[src/design/rte_pkg.sv]
// ----------------------------------------------------------------------------
// rte_pkg: shared types for the route table
// Transfer payloads, the stored route word, comparator results and the
// sequencer state encoding.
// ----------------------------------------------------------------------------
package rte_pkg;

	localparam int SLOT_W = 4;

	typedef enum logic [1:0] {
		ACT_FIND   = 2'd0,
		ACT_UPSERT = 2'd1,
		ACT_EXPIRE = 2'd2,
		ACT_REMOVE = 2'd3
	} act_t;

	typedef enum logic [1:0] {
		ST_IDLE,
		ST_SCAN,
		ST_FLUSH,
		ST_DECIDE
	} state_t;

	typedef struct packed {
		act_t              action;
		logic [15:0]       dest_addr;
		logic [15:0]       hop_addr;
		logic [15:0]       route_cost;
		logic [31:0]       time_now;
		logic [31:0]       life_span;
		logic [SLOT_W-1:0] slot_sel;
	} req_t;

	typedef struct packed {
		logic              hit;
		logic [SLOT_W-1:0] slot_out;
		logic [15:0]       hop_out;
		logic [15:0]       cost_out;
		logic [31:0]       expiry_out;
	} rsp_t;

	typedef struct packed {
		logic [15:0] dest;
		logic [15:0] hop;
		logic [15:0] cost;
		logic [31:0] expiry;
	} entry_t;

	typedef struct packed {
		logic dest_eq;
		logic hop_eq;
		logic cost_lt;
		logic due;
		logic older;
	} cmp_t;

endpackage

[src/design/route_table_with_expiry.sv]
// ----------------------------------------------------------------------------
// route_table_with_expiry: route table with time-to-live expiry
// Find, upsert, expire sweep and remove over a table of ROUTES routes.
// ----------------------------------------------------------------------------
// One request is handled at a time. Find, upsert and expire walk the whole
// table one entry per cycle through the single read port of the route memory:
// ST_SCAN reads every entry, ST_FLUSH retires the last read, and ST_DECIDE
// decides, where an upsert writes back; remove goes straight to ST_DECIDE.
// The decision holds while an earlier result is still stalled. The next
// request is taken in the cycle after the decision, even while that result
// is still waiting. Valid flags are cleared by reset directly, so the table
// is usable straight away. Entries that are not valid read as all zero.
module route_table_with_expiry #(
	parameter int ROUTES = 16
) (
	input  logic          clk,
	input  logic          arst_n,
	input  logic          req_valid,
	output logic          req_stall,
	input  rte_pkg::req_t req,
	output logic          rsp_valid,
	input  logic          rsp_stall,
	output rte_pkg::rsp_t rsp
);
	import rte_pkg::*;

	localparam int IW = $clog2(ROUTES);
	localparam logic [IW-1:0] LAST_IDX = IW'(ROUTES - 1);

	state_t        state_q, state_d;
	req_t          req_q;
	logic [IW-1:0] rd_idx_q;
	logic          scan_s1;
	logic [IW-1:0] idx_s1;

	logic          match_q;
	logic [IW-1:0] midx_q;
	entry_t        mentry_q;
	logic [IW-1:0] cand_idx_q;
	logic [31:0]   cand_exp_q;
	logic          cand_done_q;

	rsp_t          rsp_q, rsp_d;
	logic          rsp_vld_q;

	logic          accept;
	logic          issue;
	logic          decide_go;

	entry_t        rd_entry;
	logic          rd_vld;
	entry_t        scan_entry;
	entry_t        cmp_entry;
	cmp_t          cmp;

	logic          we;
	logic [IW-1:0] waddr;
	entry_t        wdata;
	logic          set_en;
	logic          clr_en;
	logic [IW-1:0] clr_idx;
	logic          expire_clr;
	logic          rm_ok;
	logic          upd;
	logic [31:0]   new_exp;

	assign accept    = req_valid && !req_stall;
	assign req_stall = (state_q != ST_IDLE);

	// ---- sequencer
	always_comb begin
		state_d = state_q;
		unique case (state_q)
			ST_IDLE: begin
				if (accept) begin
					state_d = (req.action == ACT_REMOVE) ? ST_DECIDE : ST_SCAN;
				end
			end
			ST_SCAN: begin
				if (rd_idx_q == LAST_IDX) begin
					state_d = ST_FLUSH;
				end
			end
			ST_FLUSH: state_d = ST_DECIDE;
			ST_DECIDE: begin
				if (!rsp_vld_q || !rsp_stall) begin
					state_d = ST_IDLE;
				end
			end
			default: state_d = ST_IDLE;
		endcase
	end

	always_comb begin
		issue     = (state_q == ST_SCAN);
		decide_go = (state_q == ST_DECIDE) && (!rsp_vld_q || !rsp_stall);
	end

	always_ff @(posedge clk or negedge arst_n) begin
		if (!arst_n) begin
			state_q  <= ST_IDLE;
			rd_idx_q <= '0;
			scan_s1  <= 1'b0;
		end else begin
			state_q <= state_d;
			scan_s1 <= issue;
			if (accept) begin
				rd_idx_q <= '0;
			end else if (issue) begin
				rd_idx_q <= rd_idx_q + 1'b1;
			end
		end
	end

	always_ff @(posedge clk) begin
		if (accept) begin
			req_q <= req;
		end
		idx_s1 <= rd_idx_q;
	end

	// ---- storage
	rte_store #(
		.ROUTES (ROUTES)
	) u_store (
		.clk      (clk),
		.arst_n   (arst_n),
		.raddr    (rd_idx_q),
		.rd_entry (rd_entry),
		.rd_vld   (rd_vld),
		.we       (we),
		.waddr    (waddr),
		.wdata    (wdata),
		.set_en   (set_en),
		.set_idx  (cand_idx_q),
		.clr_en   (clr_en),
		.clr_idx  (clr_idx)
	);

	// ---- shared comparator: scanned entry during the walk, matched entry at decision
	assign scan_entry = rd_vld ? rd_entry : '0;
	assign cmp_entry  = (state_q == ST_DECIDE) ? mentry_q : scan_entry;

	rte_cmp u_cmp (
		.ent     (cmp_entry),
		.dest    (req_q.dest_addr),
		.hop     (req_q.hop_addr),
		.cost    (req_q.route_cost),
		.now     (req_q.time_now),
		.ref_exp (cand_exp_q),
		.res     (cmp)
	);

	// ---- walk: first match, replacement candidate
	always_ff @(posedge clk or negedge arst_n) begin
		if (!arst_n) begin
			match_q     <= 1'b0;
			cand_done_q <= 1'b0;
		end else if (accept) begin
			match_q <= 1'b0;
		end else if (scan_s1) begin
			if (!match_q && rd_vld && cmp.dest_eq) begin
				match_q <= 1'b1;
			end
			if (idx_s1 == '0) begin
				cand_done_q <= 1'b0;
			end else if (!cand_done_q && !rd_vld) begin
				cand_done_q <= 1'b1;
			end
		end
	end

	always_ff @(posedge clk) begin
		if (scan_s1) begin
			if (!match_q && rd_vld && cmp.dest_eq) begin
				midx_q   <= idx_s1;
				mentry_q <= rd_entry;
			end
			// entry 0 seeds the candidate; first free slot from 1 up ends the search
			if (idx_s1 == '0) begin
				cand_idx_q <= '0;
				cand_exp_q <= scan_entry.expiry;
			end else if (!cand_done_q) begin
				if (!rd_vld) begin
					cand_idx_q <= idx_s1;
				end else if (cmp.older) begin
					cand_idx_q <= idx_s1;
					cand_exp_q <= scan_entry.expiry;
				end
			end
		end
	end

	// ---- decision and write-back
	always_comb begin
		new_exp    = req_q.time_now + req_q.life_span;
		upd        = cmp.due || cmp.hop_eq || cmp.cost_lt;
		rm_ok      = (32'(req_q.slot_sel) < 32'(ROUTES));
		expire_clr = scan_s1 && (req_q.action == ACT_EXPIRE) && rd_vld && cmp.due;

		wdata.dest   = req_q.dest_addr;
		wdata.hop    = req_q.hop_addr;
		wdata.cost   = req_q.route_cost;
		wdata.expiry = new_exp;

		we     = 1'b0;
		set_en = 1'b0;
		waddr  = match_q ? midx_q : cand_idx_q;
		rsp_d  = '0;

		unique case (req_q.action)
			ACT_FIND: begin
				if (match_q && !cmp.due) begin
					rsp_d.hit        = 1'b1;
					rsp_d.slot_out   = SLOT_W'(midx_q);
					rsp_d.hop_out    = mentry_q.hop;
					rsp_d.cost_out   = mentry_q.cost;
					rsp_d.expiry_out = mentry_q.expiry;
				end
			end
			ACT_UPSERT: begin
				rsp_d.hit = 1'b1;
				if (match_q) begin
					we               = decide_go && upd;
					rsp_d.slot_out   = SLOT_W'(midx_q);
					rsp_d.hop_out    = upd ? req_q.hop_addr : mentry_q.hop;
					rsp_d.cost_out   = upd ? req_q.route_cost : mentry_q.cost;
					rsp_d.expiry_out = upd ? new_exp : mentry_q.expiry;
				end else begin
					we               = decide_go;
					set_en           = decide_go;
					rsp_d.slot_out   = SLOT_W'(cand_idx_q);
					rsp_d.hop_out    = req_q.hop_addr;
					rsp_d.cost_out   = req_q.route_cost;
					rsp_d.expiry_out = new_exp;
				end
			end
			ACT_EXPIRE: ;
			ACT_REMOVE: ;
			default: ;
		endcase

		if (state_q == ST_DECIDE) begin
			clr_en  = decide_go && (req_q.action == ACT_REMOVE) && rm_ok;
			clr_idx = IW'(req_q.slot_sel);
		end else begin
			clr_en  = expire_clr;
			clr_idx = idx_s1;
		end
	end

	// ---- result register
	always_ff @(posedge clk or negedge arst_n) begin
		if (!arst_n) begin
			rsp_vld_q <= 1'b0;
		end else if (decide_go) begin
			rsp_vld_q <= 1'b1;
		end else if (!rsp_stall) begin
			rsp_vld_q <= 1'b0;
		end
	end

	always_ff @(posedge clk) begin
		if (decide_go) begin
			rsp_q <= rsp_d;
		end
	end

	assign rsp_valid = rsp_vld_q;
	assign rsp       = rsp_q;

	// ---- checks
	a_no_accept_in_walk: assert property (@(posedge clk) disable iff (!arst_n)
		scan_s1 |-> req_stall)
		else $error("request taken while the table walk is running");

	a_set_clr_excl: assert property (@(posedge clk) disable iff (!arst_n)
		!(set_en && clr_en))
		else $error("valid flag set and clear in the same cycle");

	a_decide_result: assert property (@(posedge clk) disable iff (!arst_n)
		decide_go |=> rsp_valid)
		else $error("decision made but no result offered");

	a_write_in_decide: assert property (@(posedge clk) disable iff (!arst_n)
		we |-> (decide_go && (req_q.action == ACT_UPSERT)))
		else $error("route memory written outside an upsert decision");

endmodule

[src/design/rte_cmp.sv]
// ----------------------------------------------------------------------------
// rte_cmp: route comparator
// The one compare unit of the table: checks one route word against the
// request (destination, next hop, metric, time) and against a reference
// expiry. Used for every scanned entry and again for the final decision.
// ----------------------------------------------------------------------------
module rte_cmp (
	input  rte_pkg::entry_t ent,
	input  logic [15:0]     dest,
	input  logic [15:0]     hop,
	input  logic [15:0]     cost,
	input  logic [31:0]     now,
	input  logic [31:0]     ref_exp,
	output rte_pkg::cmp_t   res
);
	import rte_pkg::*;

	always_comb begin
		res.dest_eq = (ent.dest == dest);
		res.hop_eq  = (ent.hop == hop);
		res.cost_lt = (cost < ent.cost);
		res.due     = (now >= ent.expiry);
		res.older   = (ent.expiry < ref_exp);
	end

endmodule

[src/design/rte_store.sv]
// ----------------------------------------------------------------------------
// rte_store: route storage
// Route words in a single-port-write, single-port-read memory with
// registered read data, plus per-entry valid flags in flops.
// ----------------------------------------------------------------------------
module rte_store #(
	parameter int ROUTES = 16
) (
	input  logic                        clk,
	input  logic                        arst_n,
	input  logic [$clog2(ROUTES)-1:0]   raddr,
	output rte_pkg::entry_t             rd_entry,
	output logic                        rd_vld,
	input  logic                        we,
	input  logic [$clog2(ROUTES)-1:0]   waddr,
	input  rte_pkg::entry_t             wdata,
	input  logic                        set_en,
	input  logic [$clog2(ROUTES)-1:0]   set_idx,
	input  logic                        clr_en,
	input  logic [$clog2(ROUTES)-1:0]   clr_idx
);
	import rte_pkg::*;

	entry_t            mem_q [ROUTES];
	entry_t            rd_entry_q;
	logic              rd_vld_q;
	logic [ROUTES-1:0] vbits_q;

	always_ff @(posedge clk) begin
		if (we) begin
			mem_q[waddr] <= wdata;
		end
		rd_entry_q <= mem_q[raddr];
	end

	always_ff @(posedge clk or negedge arst_n) begin
		if (!arst_n) begin
			vbits_q  <= '0;
			rd_vld_q <= 1'b0;
		end else begin
			rd_vld_q <= vbits_q[raddr];
			if (clr_en) begin
				vbits_q[clr_idx] <= 1'b0;
			end
			if (set_en) begin
				vbits_q[set_idx] <= 1'b1;
			end
		end
	end

	assign rd_entry = rd_entry_q;
	assign rd_vld   = rd_vld_q;

endmodule

[config.mk]
export PLATFORM = sky130hd
export DESIGN_NAME = route_table_with_expiry
export DESIGN_NICKNAME = d
export VERILOG_FILES = /design/src/design/rte_pkg.sv /design/src/design/route_table_with_expiry.sv /design/src/design/rte_cmp.sv /design/src/design/rte_store.sv
export SDC_FILE = /design/constraint.sdc
export NUM_CORES = 2
export LEC_CHECK = 0
export BUFFER_PORTS_ARGS = -buffer_cell sky130_fd_sc_hd__buf_4
export CAP_MARGIN = 10
export CORE_MARGIN = 2
export CORE_UTILIZATION = 45
export CTS_CLUSTER_SIZE = 20
export DETAILED_ROUTE_END_ITERATION = 6
export GPL_TIMING_DRIVEN = 0
export PLACE_DENSITY = 0.65
export SYNTH_ARGS = -nofsm -noshare
export SYNTH_HDL_FRONTEND = slang
export SYNTH_HIERARCHICAL = 1
export SYNTH_SLANG_ARGS = --single-unit
[constraint.sdc]
create_clock -name clk -period 25.6 [get_ports clk]
set_input_delay 3.84 -clock clk [delete_from_list [all_inputs] [get_ports clk]]
set_output_delay 3.84 -clock clk [all_outputs]
set_load 0.005 [all_outputs]
# Word-level counts from Yosys, hierarchy flattened

Memories as Yosys holds them, arrays and structs flattened. A register that Yosys moved wholly into a read port is not among the register bits.
Index checks and enable logic that the tools add are counted.

$add $sub $neg: 2
Magnitude comparators: 8
Equality and inequality tests: 16
Multiplexer cells: 46
Bitwise operators: 4
Reductions and logical operators: 39

Operators by type and width:

| cell                 | count |
|---|---|
| $mux W32             | 5 |
| $mux W80             | 2 |
| $pmux W69 S2         | 1 |
| $mux W69             | 1 |
| $mux W68             | 1 |
| $mux W16             | 4 |
| $add A32 B32 Y32     | 1 |
| $eq A16 B16 Y1       | 2 |
| $ge A32 B32 Y1       | 1 |
| $lt A32 B32 Y1       | 1 |
| $mux W4              | 7 |
| $mux W1              | 17 |
| $and A16 B16 Y16     | 1 |
| $lt A16 B16 Y1       | 1 |
| $not A16 Y16         | 1 |
| $or A16 B16 Y16      | 1 |
| $lt A4 B5 Y1 const B | 3 |
| $reduce_bool A2 Y1   | 7 |
| $logic_and A1 B1 Y1  | 13 |
| $eq A2 B2 Y1 const B | 5 |
| $reduce_and A3 Y1    | 3 |
| $demux W1 S4         | 2 |
| $ge A4 B1 Y1 const B | 2 |
| $mux W2              | 4 |
| 15 further kinds     | 29 |

Register bits after elaboration: 338
RAM bits: 1,280
Input port bits: 122
Output and inout port bits: 71
Logic and storage cells: 144
Memories kept: 1

Memory list:

| name          | depth | width | read ports | clocked after Yosys merged registers in | write ports | line            | RTL |
|---|---|---|---|---|---|---|---|
| u_store.mem_q | 16    | 80    | 1          | 1                                       | 1           | rte_store.sv:24 | `entry_t mem_q [ROUTES];` |

# Depth between registers and ports, before layout

Depth after elaboration: 11
Gate-level depth with buffers: 19
Gate-level depth less buffers: 16

# Modules after synthesis

Netlist, hierarchy kept.

Modules (own cells, without submodules):

| module                  | times used | cells an instance | area each (sq um) | seq. area each (sq um) |
|---|---|---|---|---|
| rte_store               | 1          | 2,132             | 50,335.8          | 40,463.8 |
| route_table_with_expiry | 1          | 901               | 13,751.9          | 9,549.2 |
| rte_cmp                 | 1          | 312               | 2,270.9           | 0.0 |

# Least setup slack after synthesis

No wires, ideal clock.

Kind: input port to flip-flop
From: in rsp_stall
To: mem u_store/mem_q[0][0] in the netlist's numbering (enable)
Setup time: 616 ps
Arrival: 10,033 ps
Data required time: 24,984 ps
Slack: 14,951 ps
Stages: 5
Path buffers: 0
Cells stage by stage: nand2_1 nand2_1 nor2_1 or3b_1 nor3_1

Longest elaborated chain between the ends: 8

RTL lines:

| element                           | line                           | RTL |
|---|---|---|
| from (decl)                       | route_table_with_expiry.sv:22  | `input logic rsp_stall,` |
| $logic_not A1 Y1 (*)              | --                             |  |
| $logic_or A1 B1 Y1 (*)            | route_table_with_expiry.sv:96  | `decide_go = (state_q == ST_DECIDE) && (!rsp_vld_q \|\| !rsp_stall);` |
| $logic_and A1 B1 Y1 (*)           | route_table_with_expiry.sv:96  |  |
| $logic_and A1 B1 Y1               | route_table_with_expiry.sv:224 | `we = decide_go && upd;` |
| $mux W1 (*)                       | route_table_with_expiry.sv:223 | `if (match_q) begin` |
| $mux W1 (*)                       | route_table_with_expiry.sv:211 | `unique case (req_q.action)` |
| named net we                      | route_table_with_expiry.sv:56  | `logic we;` |
| $mux W1 (*)                       | rte_store.sv:30                | `if (we) begin` |
| $mux W1 (implied by the code) (*) | rte_store.sv:31                | `mem_q[waddr] <= wdata;` |
| to (decl)                         | rte_store.sv:24                |  |

Mark *: on every way through the listed nets, which the timed path passes. The rest lies on a longest branch.

==> results.md <==
* Resized cells post-CTS at 0
* WL/cell at 28.5 µm
* Mux contribution to synthesized area at 11.8%
* Layout cell share with drive strength beyond 1 at 26.4%
* GP Congestion at 0.830
* CORE AREA at 146000 µm²
* Hold Startpoint: u_store/rd_entry[65]$_DFF_P_
* CP endpoint kind: flop
* R2R depth at 22
* Hold EP: mentry_q[65]$_DFFE_PP_
* Slew HR at 15.8%
* H-tree levels at 4
* GRT Total Usage at 22.3%
* Largest net degree at the start of global routing at 53
* Fmax at 116 MHz
* Adder-Cell Fraction of Synth Area at 2.20%
* Max rail drop VDD at 0.0943 mV
* Starting density of the core at 45.4%
* CTS tree: yes
* # IOs at 193
* Die width at 388 µm
* Hold Path Depth at 0
* Die height at 388 µm
* Setup_tns at 0 ps
* Slew Limit Fails at 0
* Postcts setup bufs at 0
* Rows at 140
* CTS Hold Bufs at 0
* Area of the die at 151000 µm²
* First-pass GRT wire length at 243000 µm
* Post-synth top area share at 71.8%
* Clock-pin slew on the worst setup and hold paths at 60 ps
* Final Skew at 33.5 ps
* R2r setup slk at 16960 ps
* Max FO, Critical Path at 10
* Async set-reset flop share out of synthesis at 1.59%
* Critical path's largest stage delay at 890 ps
* Hold Path Class: flop to flop
* Clk buf depth at 3
* Detail Placement HPWL at 112000 µm
* Syn Nets at 3583
* Distinct cells, synth at 74
* Yosys Warn Count at 6
* Worst-margin pin slew at 1260 ps
* WP data arrival at 9140 ps
* Synth Area in XOR/XNOR at 0.818%
* Number of global-route vias before repair at 35100
* Grt ovf at 0
* Seq/Total Area, Yosys at 75.4%
* Clock Tree Root: clkbuf_16
* Max_cap viols at 0
* RSZ-0062 raised after global routing: no
* Initial antenna violation count at 4
* Clk sinks at 1698
* Syn Std Cell Area at 66400 µm²
* P&R area growth vs syn at 17.3%
* Run status: finished, final reports clean
* Worst path slowest cell: clkbuf_1
* Static Leakage at 25.9 nW
* Num CTS Buffers at 173
* Port bufs at 192
* Worst Path Required at 26100 ps
* Final WS setup at 16960 ps
* EDFF count, synth at 1587
* Area leader, netlist: edfxtp_1
* Via/cell ratio at 5.96
* Finished Core Util at 53.3%
* Cell Pwr Density at 105 nW/µm²
* Dpl ws at 17190 ps
* Skew-Pair Late Insertion Delay at 820 ps
* Post-synthesis cell count at 3345
* Most frequent cell on the critical path: buf_6
* Synthesized flop and latch total at 1698
* Main combinational cell family by area after synthesis: multiplexers
* Final setup fails at 0
* Layout Nets at 4071
* Startpoint Class: flop
* Main area contributors after synthesis: edfxtp_1, mux4_2, dfxtp_1
* Crit path cell chain: ha_1 > clkbuf_1 > clkbuf_1 > mux2_2 > ha_1 > nand2b_1 > a31oi_1 > o21ai_0 > a2111oi_2 > buf_2 > o21ai_1 > nand2b_1 > nor3_2 > or2_2 > clkbuf_1 > nor2_1 > or3b_1 > nor3_2 > buf_6 > buf_6 > buf_6 > buf_6
* Pre-Repair DR Iteration Count at 6
* RR Startpoint: state_q[1]$_DFFE_PN0P_
* Drc violations at 0
* Top_reg_cell synth: edfxtp_1
* Synth Area in Compound Gates at 5.42%
* DRT antenna net count at 0
* Reg2Reg Capture Point: u_store/mem_q[0][70]$_DFFE_PP_
* Simple-Gate Fraction of Synth Area at 2.56%
* Period utilization at 33.7%
* Post-Route WL at 168000 µm
* Avg Inst Size Synth at 19.8 µm²
* Hold Fails Final Rpt at 0
* Tmin final at 8640 ps
* Via count at 35100
* Setup CP Type: flop to flop
* DR iter-0 viols at 3857
## critical path: cells and delay by family, from the launching register on
family | cells | cell delay, ps
multiplexers | 1 | 440
flip-flops | 1 | 380
AO/OA/AOI/OAI | 4 | 1440
buffers and inverters | 8 | 2910
AND/OR/NAND/NOR | 7 | 2700
adder cells (fa/ha/maj) | 2 | 420
## cell type report
cell class              instances  area (µm²)
diodes                          3        7.51
clock inverters                89         962
fillers                     11300       68200
flip-flops and latches       1698       50000
clock buffers                 228        4650
multi-input cells            1391       15300
plain buffers                 156         825
well taps                    1917        2400
repair buffers                313        3280
inverters                     100         383
## placed cells by master, fill, tap and decap left out, types with 29 or more instances in the layout
cell       count
a21oi_1       57
a22o_1       102
a22oi_1      168
and2_1        36
buf_12        37
buf_2         38
buf_4        216
buf_6         67
clkbuf_1     126
clkbuf_16    174
clkinv_2      30
dfxtp_1       84
edfxtp_1    1587
ha_1         115
inv_1         97
mux2_2        45
mux4_2       324
nand2_1      137
nand4_1       29
nor2_1        47
o21ai_0       34
xnor2_1       45
## cells in the mapped netlist, types with 19 or more instances
cell type / number
nor2_1: 60
nand4_1: 29
ha_1: 115
nand3_1: 19
inv_1: 99
and2_1: 36
clkbuf_1: 81
a22oi_1: 168
mux2_2: 45
dfrtp_1: 27
mux4_2: 324
buf_2: 36
dfxtp_1: 84
edfxtp_1: 1587
buf_6: 21
a21o_1: 25
a22o_1: 102
a21oi_1: 57
xnor2_1: 52
nand2_1: 137
o21ai_0: 34
o21ai_1: 25
## flip-flops by register name (all words and copies together) (netlist names), 2 cells and up
register / flops
cand_exp_q: 32
cand_idx_q: 4
idx_s1: 4
mentry_q: 80
midx_q: 4
rd_idx_q: 4
req_q: 118
rsp: 69
state_q: 2
u_store/mem_q: 1280
u_store/rd_entry: 80
u_store/vbits_q: 16
## kinds of logic after synthesis
| group | after synthesis |
|---|---|
| xor gates and xnor gates | 62 |
| buffers and inverters | 256 |
| muxes | 374 |
| AOI/OAI and AO/OA | 489 |
| and+or+nand+nor | 350 |
| DFF | 1698 |
| adders and majority gates | 116 |
## per-layer routing
layer / track usage (%) / up-vias / share of wire [%]
met3: 4.78 / 268 / 9.4
met2: 34.2 / 1730 / 46
li1: - / 14700 / -
met1: 32.1 / 18400 / 42
met5: 0 / - / 0.019
met4: 7.08 / 4 / 2.7
## where the power goes
| group | internal [W] | switching [W] | leakage (nW) |
|---|---|---|---|
| combinational | 0.000850 | 0.00124 | 7.74 |
| sequential | 0.00348 | 0.000144 | 15.4 |
| clock | 0.00141 | 0.00106 | 2.72 |
## worst max-delay path by stage
stage,startpoint,to,cells after the start
global route,state_q[1]$_DFFE_PN0P_,u_store/mem_q[0][70]$_DFFE_PP_,22
detailed placement,state_q[1]$_DFFE_PN0P_,u_store/mem_q[0][70]$_DFFE_PP_,22
floorplan,rsp_stall,u_store/mem_q[0][0]$_DFFE_PP_,5
finish,state_q[1]$_DFFE_PN0P_,u_store/mem_q[0][70]$_DFFE_PP_,22
CTS,state_q[1]$_DFFE_PN0P_,u_store/mem_q[0][70]$_DFFE_PP_,22
global placement,state_q[1]$_DFFE_PN0P_,u_store/mem_q[4][71]$_DFFE_PP_,17
## stage by stage
| step | total power (W) | std cells | instance area, µm² | hold slack (ps) |
|---|---|---|---|---|
| CTS | 0.00821 | 5881 | 77700 | 420 |
| detailed placement | 0.00574 | 5564 | 72100 | 408 |
| global route | 0.00851 | 5892 | 77800 | 427 |
| finish | 0.00818 | 5895 | 77900 | 420 |
| floorplan | 0.00496 | 3345 | 66400 | 401 |
| global placement | 0.00568 | 5454 | 70200 | 404 |
No activity file was read; power rests on OpenSTA's default activity.
